`src/sv/strlu_pkg.sv`:
```
`default_nettype none
package strlu_pkg;

	localparam int ByteW = 8;
	localparam int NibW  = 4;
	localparam int StatW = 3;

	localparam logic [ByteW-1:0] ChBackslash = 8'h5C;
	localparam logic [ByteW-1:0] ChLowerR    = 8'h72;
	localparam logic [ByteW-1:0] ChLowerN    = 8'h6E;
	localparam logic [ByteW-1:0] ChCr        = 8'h0D;
	localparam logic [ByteW-1:0] ChLf        = 8'h0A;
	localparam logic [ByteW-1:0] ChSquote    = 8'h27;
	localparam logic [ByteW-1:0] ChDquote    = 8'h22;

	localparam logic [StatW-1:0] StRun      = 3'd0;
	localparam logic [StatW-1:0] StClosed   = 3'd1;
	localparam logic [StatW-1:0] StBsEnd    = 3'd2;
	localparam logic [StatW-1:0] StHexShort = 3'd3;
	localparam logic [StatW-1:0] StHexBad   = 3'd4;
	localparam logic [StatW-1:0] StEscBad   = 3'd5;
	localparam logic [StatW-1:0] StNewline  = 3'd6;
	localparam logic [StatW-1:0] StUnterm   = 3'd7;

	typedef enum logic [1:0] {
		PH_IDLE = 2'd0,
		PH_BODY = 2'd1,
		PH_ESC  = 2'd2,
		PH_HEX  = 2'd3
	} phase_t;

	typedef struct packed {
		logic [ByteW-1:0] in_byte;
		logic             end_of_input;
	} in_t;

	typedef struct packed {
		logic [ByteW-1:0] out_byte;
		logic             byte_valid;
		logic [StatW-1:0] status;
		logic             done_res;
	} out_t;

	typedef struct packed {
		phase_t           phase;
		logic [ByteW-1:0] delimiter;
		logic [NibW-1:0]  high_nibble;
	} dec_state_t;

	typedef struct packed {
		logic            ok;
		logic [NibW-1:0] value;
	} hex_t;

	function automatic hex_t hex_value(input logic [ByteW-1:0] c);
		hex_t r;
		r.ok = 1'b1;
		r.value = '0;
		if (c >= 8'h30 && c <= 8'h39) begin
			r.value = NibW'(c - 8'h30);
		end else if (c >= 8'h61 && c <= 8'h66) begin
			r.value = NibW'(c - 8'h57);
		end else if (c >= 8'h41 && c <= 8'h46) begin
			r.value = NibW'(c - 8'h37);
		end else begin
			r.ok = 1'b0;
		end
		return r;
	endfunction

endpackage
`default_nettype wire

```
`src/sv/strlu_decode.sv`:
```
`default_nettype none
module strlu_decode (
	input  var strlu_pkg::dec_state_t cur,
	input  var strlu_pkg::in_t        item,
	output strlu_pkg::dec_state_t     nxt,
	output strlu_pkg::out_t           res,
	output logic                      has_res
);

	logic [strlu_pkg::ByteW-1:0] b;
	logic                        last;
	logic                        is_quote;
	strlu_pkg::hex_t             h;

	assign b        = item.in_byte;
	assign last     = item.end_of_input;
	assign is_quote = (b == strlu_pkg::ChSquote) || (b == strlu_pkg::ChDquote);
	assign h        = strlu_pkg::hex_value(b);

	// next state
	always_comb begin
		nxt = cur;
		case (cur.phase)
			strlu_pkg::PH_IDLE: begin
				nxt.delimiter = b;
				nxt.phase = last ? strlu_pkg::PH_IDLE : strlu_pkg::PH_BODY;
			end
			strlu_pkg::PH_BODY: begin
				if (b == strlu_pkg::ChBackslash) begin
					nxt.phase = last ? strlu_pkg::PH_IDLE : strlu_pkg::PH_ESC;
				end else if (b == strlu_pkg::ChLf || (is_quote && b == cur.delimiter)) begin
					nxt.phase = strlu_pkg::PH_IDLE;
				end else begin
					nxt.phase = last ? strlu_pkg::PH_IDLE : strlu_pkg::PH_BODY;
				end
			end
			strlu_pkg::PH_ESC: begin
				if (b == strlu_pkg::ChLowerR || b == strlu_pkg::ChLowerN) begin
					nxt.phase = last ? strlu_pkg::PH_IDLE : strlu_pkg::PH_BODY;
				end else if (h.ok && !last) begin
					nxt.phase = strlu_pkg::PH_HEX;
					nxt.high_nibble = h.value;
				end else begin
					nxt.phase = strlu_pkg::PH_IDLE;
				end
			end
			strlu_pkg::PH_HEX: begin
				nxt.phase = (h.ok && !last) ? strlu_pkg::PH_BODY : strlu_pkg::PH_IDLE;
			end
			default: begin
				nxt.phase = strlu_pkg::PH_IDLE;
			end
		endcase
	end

	// result
	always_comb begin
		res = '0;
		case (cur.phase)
			strlu_pkg::PH_IDLE: begin
				if (last) begin
					res.done_res = 1'b1;
					res.status = strlu_pkg::StUnterm;
				end
			end
			strlu_pkg::PH_BODY: begin
				if (b == strlu_pkg::ChBackslash) begin
					if (last) begin
						res.done_res = 1'b1;
						res.status = strlu_pkg::StBsEnd;
					end
				end else if (b == strlu_pkg::ChLf) begin
					res.done_res = 1'b1;
					res.status = strlu_pkg::StNewline;
				end else if (is_quote && b == cur.delimiter) begin
					res.done_res = 1'b1;
					res.status = strlu_pkg::StClosed;
				end else begin
					res.byte_valid = 1'b1;
					res.out_byte = b;
					if (last) begin
						res.done_res = 1'b1;
						res.status = strlu_pkg::StUnterm;
					end
				end
			end
			strlu_pkg::PH_ESC: begin
				if (b == strlu_pkg::ChLowerR || b == strlu_pkg::ChLowerN) begin
					res.byte_valid = 1'b1;
					res.out_byte = (b == strlu_pkg::ChLowerR) ? strlu_pkg::ChCr
						: strlu_pkg::ChLf;
					if (last) begin
						res.done_res = 1'b1;
						res.status = strlu_pkg::StUnterm;
					end
				end else if (h.ok) begin
					if (last) begin
						res.done_res = 1'b1;
						res.status = strlu_pkg::StHexShort;
					end
				end else begin
					res.done_res = 1'b1;
					res.status = strlu_pkg::StEscBad;
				end
			end
			strlu_pkg::PH_HEX: begin
				if (h.ok) begin
					res.byte_valid = 1'b1;
					res.out_byte = {cur.high_nibble, h.value};
					if (last) begin
						res.done_res = 1'b1;
						res.status = strlu_pkg::StUnterm;
					end
				end else begin
					res.done_res = 1'b1;
					res.status = strlu_pkg::StHexBad;
				end
			end
			default: begin
				res = '0;
			end
		endcase
	end

	assign has_res = res.byte_valid | res.done_res;

endmodule
`default_nettype wire

```
`src/sv/string_literal_unescaper_unit.sv`:
```
// Decodes a quoted string literal one source byte per transaction. The first byte after
// idle is taken as the delimiter; a matching single or double quote closes the string,
// backslash escapes (\r, \n, two hex digits) are decoded, and errors end the string.
// A byte enters an input register and is decoded into the result register once that
// register is free or being taken, and a new byte is accepted every cycle while the
// result side keeps taking results. Bytes that produce no result (opening delimiter,
// escape prefix, first hex digit) are consumed without a result transaction.
`default_nettype none
module string_literal_unescaper_unit (
	input  wire             clk,
	input  wire             arst_n,
	input  wire             in_valid,
	output logic            in_ready,
	input  var strlu_pkg::in_t  in_data,
	output logic            out_valid,
	input  wire             out_ready,
	output strlu_pkg::out_t out_data
);

	logic                  valid_s1;
	strlu_pkg::in_t        item_s1;
	strlu_pkg::dec_state_t st_q;
	strlu_pkg::dec_state_t st_nxt;
	strlu_pkg::out_t       res;
	logic                  has_res;
	logic                  advance;

	assign advance  = valid_s1 && (!out_valid || out_ready);
	assign in_ready = !valid_s1 || advance;

	always_ff @(posedge clk or negedge arst_n) begin
		if (!arst_n) begin
			valid_s1 <= 1'b0;
		end else if (in_ready) begin
			valid_s1 <= in_valid;
		end
	end

	always_ff @(posedge clk) begin
		if (in_ready && in_valid) begin
			item_s1 <= in_data;
		end
	end

	strlu_decode u_decode (
		.cur     (st_q),
		.item    (item_s1),
		.nxt     (st_nxt),
		.res     (res),
		.has_res (has_res)
	);

	always_ff @(posedge clk or negedge arst_n) begin
		if (!arst_n) begin
			st_q <= '{phase: strlu_pkg::PH_IDLE, delimiter: '0, high_nibble: '0};
		end else if (advance) begin
			st_q <= st_nxt;
		end
	end

	always_ff @(posedge clk or negedge arst_n) begin
		if (!arst_n) begin
			out_valid <= 1'b0;
		end else if (advance) begin
			out_valid <= has_res;
		end else if (out_ready) begin
			out_valid <= 1'b0;
		end
	end

	always_ff @(posedge clk) begin
		if (advance) begin
			out_data <= res;
		end
	end

`ifndef NO_ASSERTIONS
	a_result_nonempty: assert property (@(posedge clk) disable iff (!arst_n)
		out_valid |-> (out_data.byte_valid || out_data.done_res))
		else $error("result without byte or end");

	a_status_only_on_done: assert property (@(posedge clk) disable iff (!arst_n)
		(out_valid && !out_data.done_res) |-> (out_data.status == strlu_pkg::StRun))
		else $error("status set while string in progress");

	a_idle_after_end: assert property (@(posedge clk) disable iff (!arst_n)
		(advance && res.done_res) |=> (st_q.phase == strlu_pkg::PH_IDLE))
		else $error("not idle after string end");

	a_no_drop: assert property (@(posedge clk) disable iff (!arst_n)
		(out_valid && !out_ready) |=> (out_valid && $stable(out_data)))
		else $error("pending result lost");
`endif

endmodule
`default_nettype wire

```
`config.mk`:
```
export PLATFORM = sky130hd
export DESIGN_NAME = string_literal_unescaper_unit
export DESIGN_NICKNAME = d
export VERILOG_FILES = /design/src/sv/strlu_pkg.sv /design/src/sv/strlu_decode.sv /design/src/sv/string_literal_unescaper_unit.sv
export SDC_FILE = /design/constraint.sdc
export NUM_CORES = 1
export LEC_CHECK = 0
export BUFFER_PORTS_ARGS = -buffer_cell sky130_fd_sc_hd__buf_2
export CAP_MARGIN = 5
export CORE_MARGIN = 4
export CORE_UTILIZATION = 40
export DETAILED_ROUTE_END_ITERATION = 10
export GPL_TIMING_DRIVEN = 1
export PLACE_DENSITY = 0.57
export SLEW_MARGIN = 20
export SYNTH_ARGS = -nofsm -noshare
export SYNTH_HDL_FRONTEND = slang
export SYNTH_HIERARCHICAL = 1
export SYNTH_SLANG_ARGS = --single-unit
```
`constraint.sdc`:
```
create_clock -name clk -period 3.3 [get_ports clk]
set_input_delay 0.66 -clock clk [delete_from_list [all_inputs] [get_ports clk]]
set_output_delay 0.66 -clock clk [all_outputs]
set_load 0.005 [all_outputs]
```
==> flow_summary.html <==
<table>
<tr><th>Metric</th><th>Value</th></tr>
<tr><th colspan="2">GRT</th></tr>
<tr><td>Global-route wire length before repair</td><td>7.189 mm</td></tr>
<tr><td>Remaining global-route overflow</td><td>0</td></tr>
<tr><td>Via count of the first global-routing pass</td><td>1499</td></tr>
<tr><td>GR Util All Layers</td><td>14.41%</td></tr>
<tr><td>Pin count of the biggest net entering global routing</td><td>17</td></tr>
<tr><td>Antenna violations before repair</td><td>0</td></tr>
<tr><th colspan="2">Placed design</th></tr>
<tr><td>Placed wire-length estimate</td><td>3.486 mm</td></tr>
<tr><td>DP Cell Count</td><td>266</td></tr>
<tr><td>Final GP Congestion</td><td>0.9521</td></tr>
<tr><td>Port-buffer cells</td><td>27</td></tr>
<tr><th colspan="2">Worst hold path</th></tr>
<tr><td>Class of the tightest hold or removal check</td><td>in2async</td></tr>
<tr><th colspan="2">Outcome</th></tr>
<tr><td>Outcome</td><td>finished clean</td></tr>
<tr><th colspan="2">Layout</th></tr>
<tr><td>Multi-input logic area</td><td>1040 µm²</td></tr>
<tr><td>Number of fill cells in the layout</td><td>494</td></tr>
<tr><td>Layout area overhead</td><td>11.53%</td></tr>
<tr><td>Antenna cell count</td><td>0</td></tr>
<tr><td>Top library cells by usage in the layout, fill and taps aside</td><td>27 x sky130_fd_sc_hd__buf_2, 22 x sky130_fd_sc_hd__edfxtp_1, 16 x sky130_fd_sc_hd__dfrtp_1, 13 x sky130_fd_sc_hd__mux2_4, 13 x sky130_fd_sc_hd__mux2_2</td></tr>
<tr><td>Commonest non-fill, non-tap cell in the layout</td><td>sky130_fd_sc_hd__buf_2</td></tr>
<tr><td>Number of standard cells in the layout, taps in and fillers out</td><td>274</td></tr>
<tr><td>Final layout net count</td><td>220</td></tr>
<tr><td>Share of layout cells above drive strength 1</td><td>34.80%</td></tr>
<tr><td>Seq. cell area</td><td>1061 µm²</td></tr>
<tr><th colspan="2">Route</th></tr>
<tr><td>Post-detailed-route via-to-cell ratio</td><td>5.507</td></tr>
<tr><td>Detailed-route DRC error count</td><td>0</td></tr>
<tr><td>Length of the first detailed-routing pass in iterations</td><td>4</td></tr>
<tr><td>Count of vias placed by the detailed router</td><td>1509</td></tr>
<tr><td>DRC violation total after the first TritonRoute iteration</td><td>83</td></tr>
<tr><td>Total wirelength of the detailed-routed design</td><td>4.671 mm</td></tr>
<tr><td>Residual antenna-violating net count after detailed routing</td><td>0</td></tr>
<tr><td>Post-detailed-route wirelength per cell</td><td>17.05 µm</td></tr>
<tr><th colspan="2">Die</th></tr>
<tr><td>Total die area</td><td>6729 µm²</td></tr>
<tr><td>Width of the die</td><td>82.03 µm</td></tr>
<tr><td>Top-Level Pins</td><td>28</td></tr>
<tr><td>Initial standard-cell utilization of the core</td><td>42.12%</td></tr>
<tr><td>Number of rows in the core area</td><td>26</td></tr>
<tr><td>Core region area</td><td>5205 µm²</td></tr>
<tr><td>Chip Height</td><td>82.03 µm</td></tr>
<tr><th colspan="2">Worst setup path</th></tr>
<tr><td>Reg-to-reg setup timing slack</td><td>560 ps</td></tr>
<tr><td>Required time worst endpoint</td><td>3470 ps</td></tr>
<tr><td>Critical path buffers and inverters</td><td>1</td></tr>
<tr><td>Max stage delay cell, worst path</td><td>sky130_fd_sc_hd__or4_4</td></tr>
<tr><td>Kind of start point of the critical path</td><td>flop</td></tr>
<tr><td>Depth of the most critical reg-to-reg path</td><td>8</td></tr>
<tr><td>Endpoint arrival time on the critical path</td><td>2910 ps</td></tr>
<tr><td>Launching point of the worst reg2reg path</td><td>item_s1[1]</td></tr>
<tr><td>Critical Path Sink Type</td><td>flop</td></tr>
<tr><td>Critical-path maximum fanout</td><td>8</td></tr>
<tr><td>Largest delay share family, worst path</td><td>simple AND/OR/NAND/NOR gates</td></tr>
<tr><td>Critical Path Max Stage Delay</td><td>550 ps</td></tr>
<tr><td>FF-to-FF End</td><td>st_q[0]</td></tr>
<tr><td>Crit path kind</td><td>reg2reg</td></tr>
<tr><td>Cells along the critical path</td><td>inv_1 &gt; ha_1 &gt; or3b_2 &gt; nand4_2 &gt; and2_4 &gt; or4_4 &gt; mux2_4 &gt; mux2_2</td></tr>
<tr><th colspan="2">STA</th></tr>
<tr><td>Transition time at the pin with the least slew margin</td><td>719.1 ps</td></tr>
<tr><td>Fmax</td><td>365.5 MHz</td></tr>
<tr><td>Number of failing hold endpoints at the final stage</td><td>0</td></tr>
<tr><td>Count of pins over their slew limit</td><td>0</td></tr>
<tr><td>Post-route worst hold slack</td><td>283.2 ps</td></tr>
<tr><td>Setup violators final</td><td>0</td></tr>
<tr><td>Crit share post-route</td><td>82.91%</td></tr>
<tr><td>Slew HR</td><td>51.88%</td></tr>
<tr><td>Unrepaired setup endpoints after global routing</td><td>no</td></tr>
<tr><td>Sum of negative setup slack</td><td>0 ps</td></tr>
<tr><td>Clock Skews</td><td>5.037 ps</td></tr>
<tr><td>Shortest clock period the worst path allows after layout</td><td>2736 ps</td></tr>
<tr><th colspan="2">Synth</th></tr>
<tr><td>Share of flip-flops with an asynchronous set or reset</td><td>42.11%</td></tr>
<tr><td>Net count of the mapped netlist</td><td>196</td></tr>
<tr><td>Area share of the largest cell type after synthesis</td><td>30.14%</td></tr>
<tr><td>Cells after synthesis</td><td>179</td></tr>
<tr><td>Top cells by area, synth</td><td>sky130_fd_sc_hd__edfxtp_1 30%, sky130_fd_sc_hd__dfrtp_1 18%, sky130_fd_sc_hd__mux2_4 8.9%, sky130_fd_sc_hd__mux2_2 6.7%, sky130_fd_sc_hd__ha_1 2.3%</td></tr>
<tr><td>Seq cells post-synth</td><td>38</td></tr>
<tr><td>Syn avg cell area</td><td>12.25 µm²</td></tr>
<tr><td>Synthesis warning total</td><td>6</td></tr>
<tr><td>Cell area after synthesis</td><td>2192 µm²</td></tr>
<tr><td>Distinct cell type count after synthesis</td><td>53</td></tr>
<tr><td>Seq/Total Area, Yosys</td><td>48.40%</td></tr>
<tr><td>Library cell occupying the most area in the post-synthesis netlist</td><td>sky130_fd_sc_hd__edfxtp_1</td></tr>
<tr><td>Number of synthesized flops with an enable pin</td><td>22</td></tr>
<tr><td>Leading register cell type out of synthesis</td><td>sky130_fd_sc_hd__edfxtp_1</td></tr>
<tr><th colspan="2">CTS</th></tr>
<tr><td>Cell chosen for the clock root</td><td>sky130_fd_sc_hd__clkbuf_8</td></tr>
<tr><td>Post-CTS Repair Setup Buffers</td><td>0</td></tr>
<tr><td>Count of instances resized after the clock tree is built</td><td>0</td></tr>
<tr><td>Clock slew at the register clock pins of the worst setup and hold paths</td><td>70 ps</td></tr>
<tr><td>H-tree level count</td><td>2</td></tr>
<tr><td>Longest Clk Path Bufs</td><td>2</td></tr>
<tr><td>Total number of clock tree sinks</td><td>38</td></tr>
<tr><td>Clock latency of the later-clocked register in the worst-skew pair</td><td>290 ps</td></tr>
<tr><td>CTS tree</td><td>done</td></tr>
<tr><td>Hold buffer count at cts</td><td>0</td></tr>
<tr><td>Cts bufs inserted</td><td>5</td></tr>
<tr><th colspan="2">Pwr</th></tr>
<tr><td>Cell area power density</td><td>602.0 nW/µm²</td></tr>
<tr><td>Fraction of power consumed by combinational cells</td><td>29.1%</td></tr>
<tr><td>Clock share of power</td><td>22.2%</td></tr>
<tr><td>Share of total power consumed by net switching</td><td>30.26%</td></tr>
<tr><td>Relative contribution of sequential cells to total power</td><td>48.8%</td></tr>
<tr><td>LEAKAGE</td><td>1.032 nW</td></tr>
<tr><td>Largest vdd supply drop</td><td>0.2617 mV</td></tr>
<tr><td>Switching Power</td><td>0.0004454 W</td></tr>
<tr><td>Internal power</td><td>0.001026 W</td></tr>
<tr><th colspan="2">Flow run</th></tr>
<tr><td>Count of max-cap constraint violations</td><td>0</td></tr>
</table>
==> worst max path at each step <==
stage                     startpoint   endpoint  slack (ps)  cells past startpoint
after floorplan           item_s1[1]    st_q[1]         720                      9
after global placement    item_s1[1]    st_q[1]         690                      8
after detailed placement  item_s1[1]    st_q[2]         590                      8
after CTS                 item_s1[1]    st_q[2]         590                      8
after global routing      item_s1[1]  out_valid         450                      9
final                     item_s1[1]    st_q[0]         560                      8
==> cell type report <==
| class | count | area share [%] |
|---|---|---|
| Clock inverter | 2 | 0.5118 |
| Clock buffer | 6 | 3.378 |
| Tap cell | 70 | 3.582 |
| Timing Repair Buffer | 27 | 5.527 |
| Inverter | 7 | 1.075 |
| Multi-Input combinational cell | 124 | 42.53 |
| Sequential cell | 38 | 43.40 |
==> cell usage after synthesis (all sizes together), types with 2 or more instances <==
| library cell | instances |
|---|---|
| nor4 | 2 |
| or3b | 2 |
| edfxtp | 22 |
| nand4 | 2 |
| mux2 | 26 |
| or4 | 2 |
| nand3 | 5 |
| inv | 7 |
| and3 | 2 |
| nand2b | 5 |
| a21oi | 8 |
| and4b | 2 |
| o21ai | 5 |
| dfrtp | 16 |
| and2 | 2 |
| nand2 | 12 |
| ha | 4 |
| o22ai | 2 |
| clkbuf | 4 |
| nor2 | 5 |
| xnor2 | 3 |
| a31oi | 7 |
| buf | 6 |
| a22o | 4 |
| nor2b | 4 |
| nor3b | 4 |
| nand3b | 2 |
==> flip-flops by register name (all words and copies together), names as in the netlist <==
signal     count
out_valid      1
valid_s1       1
st_q          14
out_data      13
item_s1        9
==> cells by family (layout without fill, tap and decap cells) <==
family / Yosys count / count (layout) / synth area share [%]
and+or+nand+nor: 55 / 55 / 17.24
muxes: 27 / 27 / 16.04
adders and majority gates: 4 / 4 / 2.283
xor gates and xnor gates: 4 / 4 / 1.598
DFF: 38 / 38 / 48.40
AOI/OAI and AO/OA: 34 / 34 / 10.27
buffers and inverters: 17 / 42 / 4.166
==> per-stage QoR <==
stage	power [W]	instance area, µm²	setup WS (ps)	utilization, %
finish	0.001472	2445	564.0	46.97
floorplan	0.001040	2192	719.7	-
global route	0.001556	2445	450.5	46.97
global placement	0.001138	2350	690.2	45.14
CTS	0.001491	2445	585.7	46.97
detailed placement	0.001154	2350	586.1	45.14
==> power by group through the flow <==
stage / clock, W / combinational [W] / sequential (W)
2_1_floorplan: 0 / 0.000350 / 0.000690
3_3_place_gp: 0 / 0.000420 / 0.000718
3_5_place_dp: 0 / 0.000428 / 0.000726
4_1_cts: 0.000344 / 0.000431 / 0.000716
5_1_grt: 0.000360 / 0.000467 / 0.000729
6_report: 0.000326 / 0.000428 / 0.000718
==> layer usage <==
layer	track usage [%]	routed length, µm
met5	0	0
met4	6.811	121
met3	3.399	256
met2	24.31	2282
met1	17.22	2011
Note: power is estimated with default switching activity, not from simulation.
